**src/design/dpe_pkg.sv**
```systemverilog
package dpe_pkg;

    localparam int VALUE_W          = 32;
    localparam int MAX_ELEMENTS_DEF = 8;

    typedef struct packed {
        logic signed [VALUE_W-1:0] value;
        logic                      last;
    } dpe_in_t;

    typedef struct packed {
        logic signed [VALUE_W-1:0] low_value;
        logic signed [VALUE_W-1:0] high_value;
        logic                      last_pair;
        logic                      no_pairs;
        logic                      overflow;
    } dpe_out_t;

endpackage

```
**src/design/distinct_pair_enumerator.sv**
```systemverilog
// An input word is taken in ST_IDLE, then its insertion scan in ST_SCAN steps past each
// stored value smaller than it (at most MAX_ELEMENTS of them).
// The next word waits until this scan ends; the shared compare unit walks the store.
// On the last word, results follow one per cycle when not stalled, after a fetch step per row.
// Reset (aresetn low, synchronous) clears the sequencer, the count, the overflow flag and
// the result valid; the value store itself is not reset and is only read below the count.
module distinct_pair_enumerator #(
    parameter int MAX_ELEMENTS = dpe_pkg::MAX_ELEMENTS_DEF
) (
    input  logic              aclk,
    input  logic              aresetn,
    input  logic              s_valid,
    output logic              s_ready,
    input  dpe_pkg::dpe_in_t  s_data,
    output logic              m_valid,
    input  logic              m_ready,
    output dpe_pkg::dpe_out_t m_data
);
    import dpe_pkg::*;

    // Index width covers the store depth; count width can also hold the depth itself.
    localparam int IDX_W = $clog2(MAX_ELEMENTS);
    localparam int CNT_W = $clog2(MAX_ELEMENTS + 1);

    // Sequencer states.
    localparam logic [2:0] ST_IDLE   = 3'd0;
    localparam logic [2:0] ST_SCAN   = 3'd1;
    localparam logic [2:0] ST_ROW    = 3'd2;
    localparam logic [2:0] ST_PAIR   = 3'd3;
    localparam logic [2:0] ST_NOPAIR = 3'd4;

    logic [2:0]                state_reg, state_next;
    logic signed [VALUE_W-1:0] store_reg [MAX_ELEMENTS];
    logic signed [VALUE_W-1:0] store_next [MAX_ELEMENTS];
    logic [CNT_W-1:0]          count_reg, count_next;
    logic                      dropped_reg, dropped_next;
    logic [CNT_W-1:0]          idx_reg, idx_next;
    logic [CNT_W-1:0]          row_reg, row_next;
    logic [CNT_W-1:0]          col_reg, col_next;
    logic signed [VALUE_W-1:0] val_reg, val_next;
    logic                      last_reg, last_next;
    logic signed [VALUE_W-1:0] low_reg, low_next;
    logic                      m_valid_reg, m_valid_next;
    dpe_out_t                  m_data_reg, m_data_next;

    // The single store read port, shared by the scan, the row fetch and the pair fetch.
    logic [CNT_W-1:0]          rd_sel;
    logic signed [VALUE_W-1:0] rd_data;
    // The shared comparator results.
    logic                      in_range;
    logic                      is_less;
    logic                      is_equal;
    logic                      do_insert;
    logic                      out_free;
    logic                      row_done;
    logic                      set_done;

    always_comb begin
        unique case (state_reg)
            ST_ROW:  rd_sel = row_reg;
            ST_PAIR: rd_sel = col_reg;
            default: rd_sel = idx_reg;
        endcase
        if (rd_sel < CNT_W'(MAX_ELEMENTS)) begin
            rd_data = store_reg[rd_sel[IDX_W-1:0]];
        end else begin
            rd_data = '0;
        end
    end

    assign in_range = idx_reg < count_reg;
    assign is_less  = rd_data < val_reg;
    assign is_equal = rd_data == val_reg;
    assign out_free = !m_valid_reg || m_ready;
    assign row_done = col_reg == count_reg - CNT_W'(1);
    assign set_done = row_reg == count_reg - CNT_W'(2);

    // Insertion happens at the end of the scan when the value is new and the store has room.
    assign do_insert = (state_reg == ST_SCAN) && !(in_range && is_less)
                       && !(in_range && is_equal)
                       && (count_reg < CNT_W'(MAX_ELEMENTS));

    always_comb begin
        state_next   = state_reg;
        count_next   = count_reg;
        dropped_next = dropped_reg;
        idx_next     = idx_reg;
        row_next     = row_reg;
        col_next     = col_reg;
        val_next     = val_reg;
        last_next    = last_reg;
        low_next     = low_reg;
        m_valid_next = m_valid_reg;
        m_data_next  = m_data_reg;

        if (m_ready) begin
            m_valid_next = 1'b0;
        end

        // Shift the entries above the insertion point up by one and drop the new value in.
        for (int k = 0; k < MAX_ELEMENTS; k++) begin
            store_next[k] = store_reg[k];
            if (do_insert) begin
                if (CNT_W'(k) == idx_reg) begin
                    store_next[k] = val_reg;
                end else if (CNT_W'(k) > idx_reg && CNT_W'(k) <= count_reg) begin
                    store_next[k] = store_reg[(k == 0) ? 0 : k - 1];
                end
            end
        end

        unique case (state_reg)
            ST_IDLE: begin
                if (s_valid) begin
                    val_next   = s_data.value;
                    last_next  = s_data.last;
                    idx_next   = '0;
                    state_next = ST_SCAN;
                end
            end
            ST_SCAN: begin
                if (in_range && is_less) begin
                    idx_next = idx_reg + CNT_W'(1);
                end else begin
                    if (do_insert) begin
                        count_next = count_reg + CNT_W'(1);
                    end else if (!(in_range && is_equal)) begin
                        dropped_next = 1'b1;
                    end
                    if (!last_reg) begin
                        state_next = ST_IDLE;
                    end else if (count_next < CNT_W'(2)) begin
                        state_next = ST_NOPAIR;
                    end else begin
                        row_next   = '0;
                        state_next = ST_ROW;
                    end
                end
            end
            ST_ROW: begin
                low_next   = rd_data;
                col_next   = row_reg + CNT_W'(1);
                state_next = ST_PAIR;
            end
            ST_PAIR: begin
                if (out_free) begin
                    m_valid_next           = 1'b1;
                    m_data_next.low_value  = low_reg;
                    m_data_next.high_value = rd_data;
                    m_data_next.last_pair  = row_done && set_done;
                    m_data_next.no_pairs   = 1'b0;
                    m_data_next.overflow   = dropped_reg;
                    if (!row_done) begin
                        col_next = col_reg + CNT_W'(1);
                    end else if (set_done) begin
                        count_next   = '0;
                        dropped_next = 1'b0;
                        state_next   = ST_IDLE;
                    end else begin
                        row_next   = row_reg + CNT_W'(1);
                        state_next = ST_ROW;
                    end
                end
            end
            ST_NOPAIR: begin
                if (out_free) begin
                    m_valid_next           = 1'b1;
                    m_data_next.low_value  = '0;
                    m_data_next.high_value = '0;
                    m_data_next.last_pair  = 1'b1;
                    m_data_next.no_pairs   = 1'b1;
                    m_data_next.overflow   = dropped_reg;
                    count_next             = '0;
                    dropped_next           = 1'b0;
                    state_next             = ST_IDLE;
                end
            end
            default: begin
                state_next = ST_IDLE;
            end
        endcase
    end

    always_ff @(posedge aclk) begin
        if (!aresetn) begin
            state_reg   <= ST_IDLE;
            count_reg   <= '0;
            dropped_reg <= 1'b0;
            m_valid_reg <= 1'b0;
        end else begin
            state_reg   <= state_next;
            count_reg   <= count_next;
            dropped_reg <= dropped_next;
            m_valid_reg <= m_valid_next;
        end
    end

    // Datapath registers carry no reset.
    always_ff @(posedge aclk) begin
        store_reg  <= store_next;
        idx_reg    <= idx_next;
        row_reg    <= row_next;
        col_reg    <= col_next;
        val_reg    <= val_next;
        last_reg   <= last_next;
        low_reg    <= low_next;
        m_data_reg <= m_data_next;
    end

    assign s_ready = state_reg == ST_IDLE;
    assign m_valid = m_valid_reg;
    assign m_data  = m_data_reg;

    // The count never runs past the store depth.
    assert property (@(posedge aclk) disable iff (!aresetn)
        count_reg <= CNT_W'(MAX_ELEMENTS))
        else $error("distinct count exceeds store depth");

    // The two lowest stored values are strictly ascending whenever both exist.
    assert property (@(posedge aclk) disable iff (!aresetn)
        count_reg >= CNT_W'(2) |-> store_reg[0] < store_reg[1])
        else $error("store lost its ascending order");

    // While pairs are emitted, the column index stays above the row and inside the count.
    assert property (@(posedge aclk) disable iff (!aresetn)
        state_reg == ST_PAIR |-> (col_reg > row_reg) && (col_reg < count_reg))
        else $error("pair indexes out of order");

    // A no-pairs result always closes its set and carries zero values.
    assert property (@(posedge aclk) disable iff (!aresetn)
        m_valid_reg && m_data_reg.no_pairs |->
            m_data_reg.last_pair && (m_data_reg.low_value == '0)
            && (m_data_reg.high_value == '0))
        else $error("malformed no-pairs result");

endmodule
```
**config.mk**
```make
export PLATFORM = sky130hd
export DESIGN_NAME = distinct_pair_enumerator
export DESIGN_NICKNAME = d
export VERILOG_FILES = /design/src/design/dpe_pkg.sv /design/src/design/distinct_pair_enumerator.sv
export SDC_FILE = /design/constraint.sdc
export NUM_CORES = 1
export LEC_CHECK = 0
export BUFFER_PORTS_ARGS = -buffer_cell sky130_fd_sc_hd__buf_4
export CAP_MARGIN = 5
export CORE_AREA = 2 2 166 200
export DETAILED_ROUTE_END_ITERATION = 10
export DIE_AREA = 0 0 168 202
export PLACE_DENSITY = 0.89
export SETUP_SLACK_MARGIN = 0.15
export SLEW_MARGIN = 20
export SYNTH_ARGS = -nofsm -noshare
export SYNTH_HDL_FRONTEND = slang
export SYNTH_SLANG_ARGS = --single-unit
```
**constraint.sdc**
```tcl
create_clock -name aclk -period 21.1 [get_ports aclk]
set_input_delay 4.22 -clock aclk [delete_from_list [all_inputs] [get_ports aclk]]
set_output_delay 4.22 -clock aclk [all_outputs]
set_load 0.05 [all_outputs]
```
# Word level (Yosys, flattened, before mapping)
# Index checks and enable logic that the tools add are counted.
totals:
  regBits: 409
  wordCells: 189
op_classes:
  n_addsub: 6
  n_reduce_logical: 48
  magnitude_cmp: 20
  n_bitwise: 1
  mux: 64
  n_eq_ne: 27
op_table:
  columns: ["cell", "n"]
  rows:
  - ["2-to-1 mux 32 bit", 17]
  - ["2-to-1 mux 67 bit", 2]
  - ["case mux 67 bit (2 select lines)", 1]
  - ["binary-select mux 32 bit (select 3 bit)", 1]
  - ["2-to-1 mux 4 bit", 18]
  - ["== test 32 bit", 1]
  - ["< comparator 32 bit", 1]
  - ["case mux 4 bit (2 select lines)", 4]
  - ["inequality test 2 bit (second input constant)", 12]
  - ["nonzero test 2 bit", 11]
  - ["2-to-1 mux 3 bit", 7]
  - ["AND reduction 2 bit", 9]
  - ["adder 4 x 1 -> 4 bit (second input constant)", 4]
  - ["== test 3 x 4 -> 1 bit (first input constant)", 4]
  - ["greater-than comparator 3 x 4 -> 1 bit (first input constant)", 4]
  - ["less-or-equal comparator 3 x 4 -> 1 bit (first input constant)", 4]
  - ["case mux 3 bit (5 select lines)", 1]
  - ["logical AND 1 bit", 13]
  - ["case mux 4 bit (3 select lines)", 1]
  - ["2-to-1 mux 1 bit", 10]
  - ["AND reduction 3 bit", 3]
  - ["== test 2 x 4 -> 1 bit (first input constant)", 2]
  - ["== test 4 bit", 2]
  - ["greater-than comparator 2 x 4 -> 1 bit (first input constant)", 2]
  - ["other kinds (27)", 32]

# Logic depth before layout (Yosys ltp)
depth:
  depth_word: 21
  ltp_mapped: 18
  mapped_depth_nobuf: 15

# Worst setup path before layout
# No wires, ideal clock.
synth_path:
  path_kind: "flip-flop to flip-flop"
  from: "reg state_reg[0]"
  to: "reg store_reg[192] (netlist bit) (enable)"
  slack_ps: 11980
  arrival_time_ps: 8525
  path_stages_with_launch: 17
  period_less_slack_ps: 9120
  n_path_buf: 2
  setup_time_ps: 595
  cell_sequence: "dfxtp_1 -> buf_1 -> mux2i_1 -> nor2_1 -> a21oi_2 -> buf_2 -> mux4_2 -> nand2_1 -> a21oi_1 -> ha_1 -> nand4_4 -> nor3_1 -> a22oi_1 -> and4_2 -> a211oi_2 -> nand2_1 -> a2111oi_0"
synth_between:
  elab_chain_len: 14
  word_cells_on_any_way: 20
synth_rtl:
  columns: ["element", "line", "rtl"]
  rows:
  - ["start: declaration", "distinct_pair_enumerator.sv:32", "logic [2:0] state_reg, state_next;"]
  - ["start signal: assignment", "distinct_pair_enumerator.sv:191", "state_reg <= state_next;"]
  - ["== test 3 x 2 -> 1 bit", "distinct_pair_enumerator.sv:59", "unique case (state_reg)"]
  - ["case mux 4 bit (2 select lines) *", "distinct_pair_enumerator.sv:59", null]
  - ["NOT 3 -> 4 bit (not written as such)", "distinct_pair_enumerator.sv:65", "rd_data = store_reg[rd_sel[IDX_W-1:0]];"]
  - ["binary-select mux 32 bit (select 3 bit)", "distinct_pair_enumerator.sv:65", null]
  - ["2-to-1 mux 32 bit (not written as such) (2 in a row)", "distinct_pair_enumerator.sv:65", null]
  - ["2-to-1 mux 32 bit *", "distinct_pair_enumerator.sv:64", "if (rd_sel < CNT_W'(MAX_ELEMENTS)) begin"]
  - ["net rd_data[31]", "distinct_pair_enumerator.sv:48", "logic signed [VALUE_W-1:0] rd_data;"]
  - ["< comparator 32 bit", "distinct_pair_enumerator.sv:72", "assign is_less = rd_data < val_reg;"]
  - ["logical AND 1 bit", "distinct_pair_enumerator.sv:79", "assign do_insert = (state_reg == ST_SCAN) && !(in_range && is_less)"]
  - ["zero test 1 bit", "distinct_pair_enumerator.sv:79", null]
  - ["logical AND 1 bit", "distinct_pair_enumerator.sv:79", null]
  - ["logical AND 1 bit *", "distinct_pair_enumerator.sv:80", "&& !(in_range && is_equal)"]
  - ["logical AND 1 bit *", "distinct_pair_enumerator.sv:81", "&& (count_reg < CNT_W'(MAX_ELEMENTS));"]
  - ["AND reduction 2 bit (no line) *", null, null]
  - ["end signal: assignment", "distinct_pair_enumerator.sv:200", "store_reg <= store_next;"]
  - ["end: declaration", "distinct_pair_enumerator.sv:33", "logic signed [VALUE_W-1:0] store_reg [MAX_ELEMENTS];"]
# Mark *: on every way through the listed nets, which the timed path passes. The rest lies on a longest branch. The select of a mux whose other input is x is not followed.
# A chain may end at the register's enable or synchronous reset.

# Final worst setup path
layout_path:
  from: "reg state_reg[2]"
  to: "reg store_reg[69] (netlist bit) (enable)"
# The elaborated chain is that of the path after synthesis.

==> metrics <==
Crit path top cell by count=buf_4; Max Fclk=between 100 and 150 MHz; CP Capture Type=flip-flop; min-delay worst type=flip-flop to flip-flop; layout cells sized above 1=0.274; Leak=around 0.0077 uW; Critical Path Fanout Max=35; total length of routed wires=between 40 and 50 mm; max_cap viols=0; most frequent cell after synthesis=edfxtp_1; first-pass GRT wire length=approximately 70 mm; die area=33900 um2; IO Pins=106; vias post-DR=between 10000 and 15000; ys async rst share=0; crit-path cells=nand2b_1, nor2_1, a21oi_4, buf_4, buf_4, mux4_2, nand2_1, a21oi_1, ha_1, nand4_4, nor4_2, o31ai_2, a211oi_2, nand2_1, nor2_2, buf_4; post-synthesis cell area=19200 um2; Cell Pwr Density=about 88 nW/um2; number of detailed-route iterations in the first pass=5; Seq cells post-synth=between 400 and 500; Clock Tree Root=clkbuf_16; Area Overhead vs Synth=12.6%; starting density of the core=0.601; maximum vdd ir drop=~0.055 mV; Syn Nets=between 1000 and 1500; setup TNS=0 ns; synth warn=0; CTS Buf Count=39; worst-margin pin slew=around 1.1 ns; initial antenna violation count=0; top post-synthesis cells by count=edfxtp_1, nand2_1, mux2_2, o21ai_0, and2_1; Placement Rows=72; die height=roughly 200 um; Worst-Skew Late Latency=between 0.5 and 0.6 ns; largest cells by area after synthesis=edfxtp_1, mux2_2, mux4_2, nand2_1, ha_1; Initial DRC Count=around 1500; CTS Buffer Depth=3; Worst slew margin=0.297; crit path kind=flip-flop to flip-flop; Crit path arrival time=~7.2 ns; worst-path cell with the longest stage delay=nor2_2; hpwl dp=between 20 and 30 mm; max-slew violation count=0; max reg flops=256; post-cts sizing count=0; status=finished, final reports clean; Top delay family on crit path=simple AND/OR/NAND/NOR gates; Horiz. Die Dim=around 170 um; number of post-CTS setup repair buffers=0; CTS tree=yes; n_diodes=0; Bufs and invs on worst path=3; vias in the first global route=between 10000 and 15000; drc violations=0; post-synth top area cell=edfxtp_1; Port Buffer Count=between 100 and 150; Clock Sinks=a little over 400; NumNets Final=between 1500 and 2000; gpl congestion=a little over 0.9; Clock H-tree levels=2; post-layout min period=~7.0 ns; DR vias/cell=6.50; CP Launch Type=flip-flop; top_reg_cell synth=edfxtp_1; CP Data Required Time=between 20 and 25 ns; all-layer global routing usage=0.270; sequential area share after synthesis=0.634; number of flops mapped to enable cells by yosys=400; Reg clk slew, reported paths=approximately 0.06 ns; Final setup viols=0; core area=32000 um2; Placed Cells=~1800; DRT antenna net count=0; non-filler cells, final=around 1900; Period Utilization, post-route=0.331; routed len/inst=around 24 um; Worst path max stage delay=roughly 0.86 ns; top cell type's share of synthesized area=0.625; clk_skew=roughly 0.016 ns; synthesized area per cell=approximately 14 um2; pin count of the biggest net entering global routing=just under 70; RSZ-0062 raised after global routing=no; GRT overflow=0; post-synth cell types=62; Cells after Synth=1341; CTS hold repair buffers=0; final number of hold-violating endpoints=0
report_power, final:
group | switching, uW | total [uW] | internal [uW]
clock | 289 | 653 | 364
sequential | 21.0 | 948 | 927
combinational | 185 | 301 | 116
cells by family (layout without fill, tap and decap cells):
family	count (synthesis)	after routing	share of synthesized area
DFF	409	409	0.634
xor gates and xnor gates	17	17	0.00846
AOI/OAI and AO/OA	209	209	0.0608
and+or+nand+nor	338	338	0.0849
adders and majority gates	49	49	0.0319
muxes	201	201	0.155
buffers and inverters	118	239	0.0250
final timing paths:
path	start	end	slack (ns)	cells after the start
min reg2reg	dropped_reg	dropped_reg	0.51	2
max reg2reg	state_reg[2]	store_reg[69]	14.12	16
max	state_reg[2]	store_reg[69]	14.12	16
min	dropped_reg	dropped_reg	0.51	2
through the flow:
stage                     cell area [um2]  hold WS, ns  worst slack, ns   util  power, uW
after global routing                21600        0.522            13.60  0.677       1960
final                               21600        0.508            14.12  0.677       1900
after CTS                           21600        0.510            14.05  0.677       1900
after floorplan                     19200        0.408            11.98      -       1170
after global placement              20500        0.489            14.23  0.641       1250
after detailed placement            20500        0.501            14.11  0.641       1260
per-layer routing:
| metal | part of all wire | vias up | track usage |
|---|---|---|---|
| li1 | - | 5242 | - |
| met1 | 0.37 | 5962 | 0.353 |
| met2 | 0.49 | 789 | 0.443 |
| met3 | 0.099 | 152 | 0.0462 |
| met4 | 0.047 | 0 | 0.133 |
| met5 | 0 | - | 0 |
tightest hold or removal path, stage by stage (launching register included):
cell	delay, ns
dfxtp_1	0.35
inv_1	0.07
a21oi_1	0.05
cells in the final DEF, fill, tap and decap left out, drive strengths merged, types with 3 or more instances in the layout:
cell,count
edfxtp,400
mux2,131
clkinv,10
nand2,185
and2,71
ha,49
a21oi,67
xor2,7
nor2b,4
buf,129
clkbuf,50
inv,46
mux4,64
nand2b,5
nand4,10
and4,5
mux2i,6
dfxtp,9
nor2,23
nand3,10
and3,4
or3,3
a32o,3
o21ai,107
a211oi,6
o21a,3
xnor2,9
nor3,12
area by class of cell:
class	instances	area [um2]
fill	2044	10300
timing repair buffer	129	968
tap	407	509
clock buffer	50	1020
sequential	409	12200
clock inverter	15	125
inverter	45	169
multi-input combinational	814	6670
No activity file was read; power rests on OpenSTA's default activity.
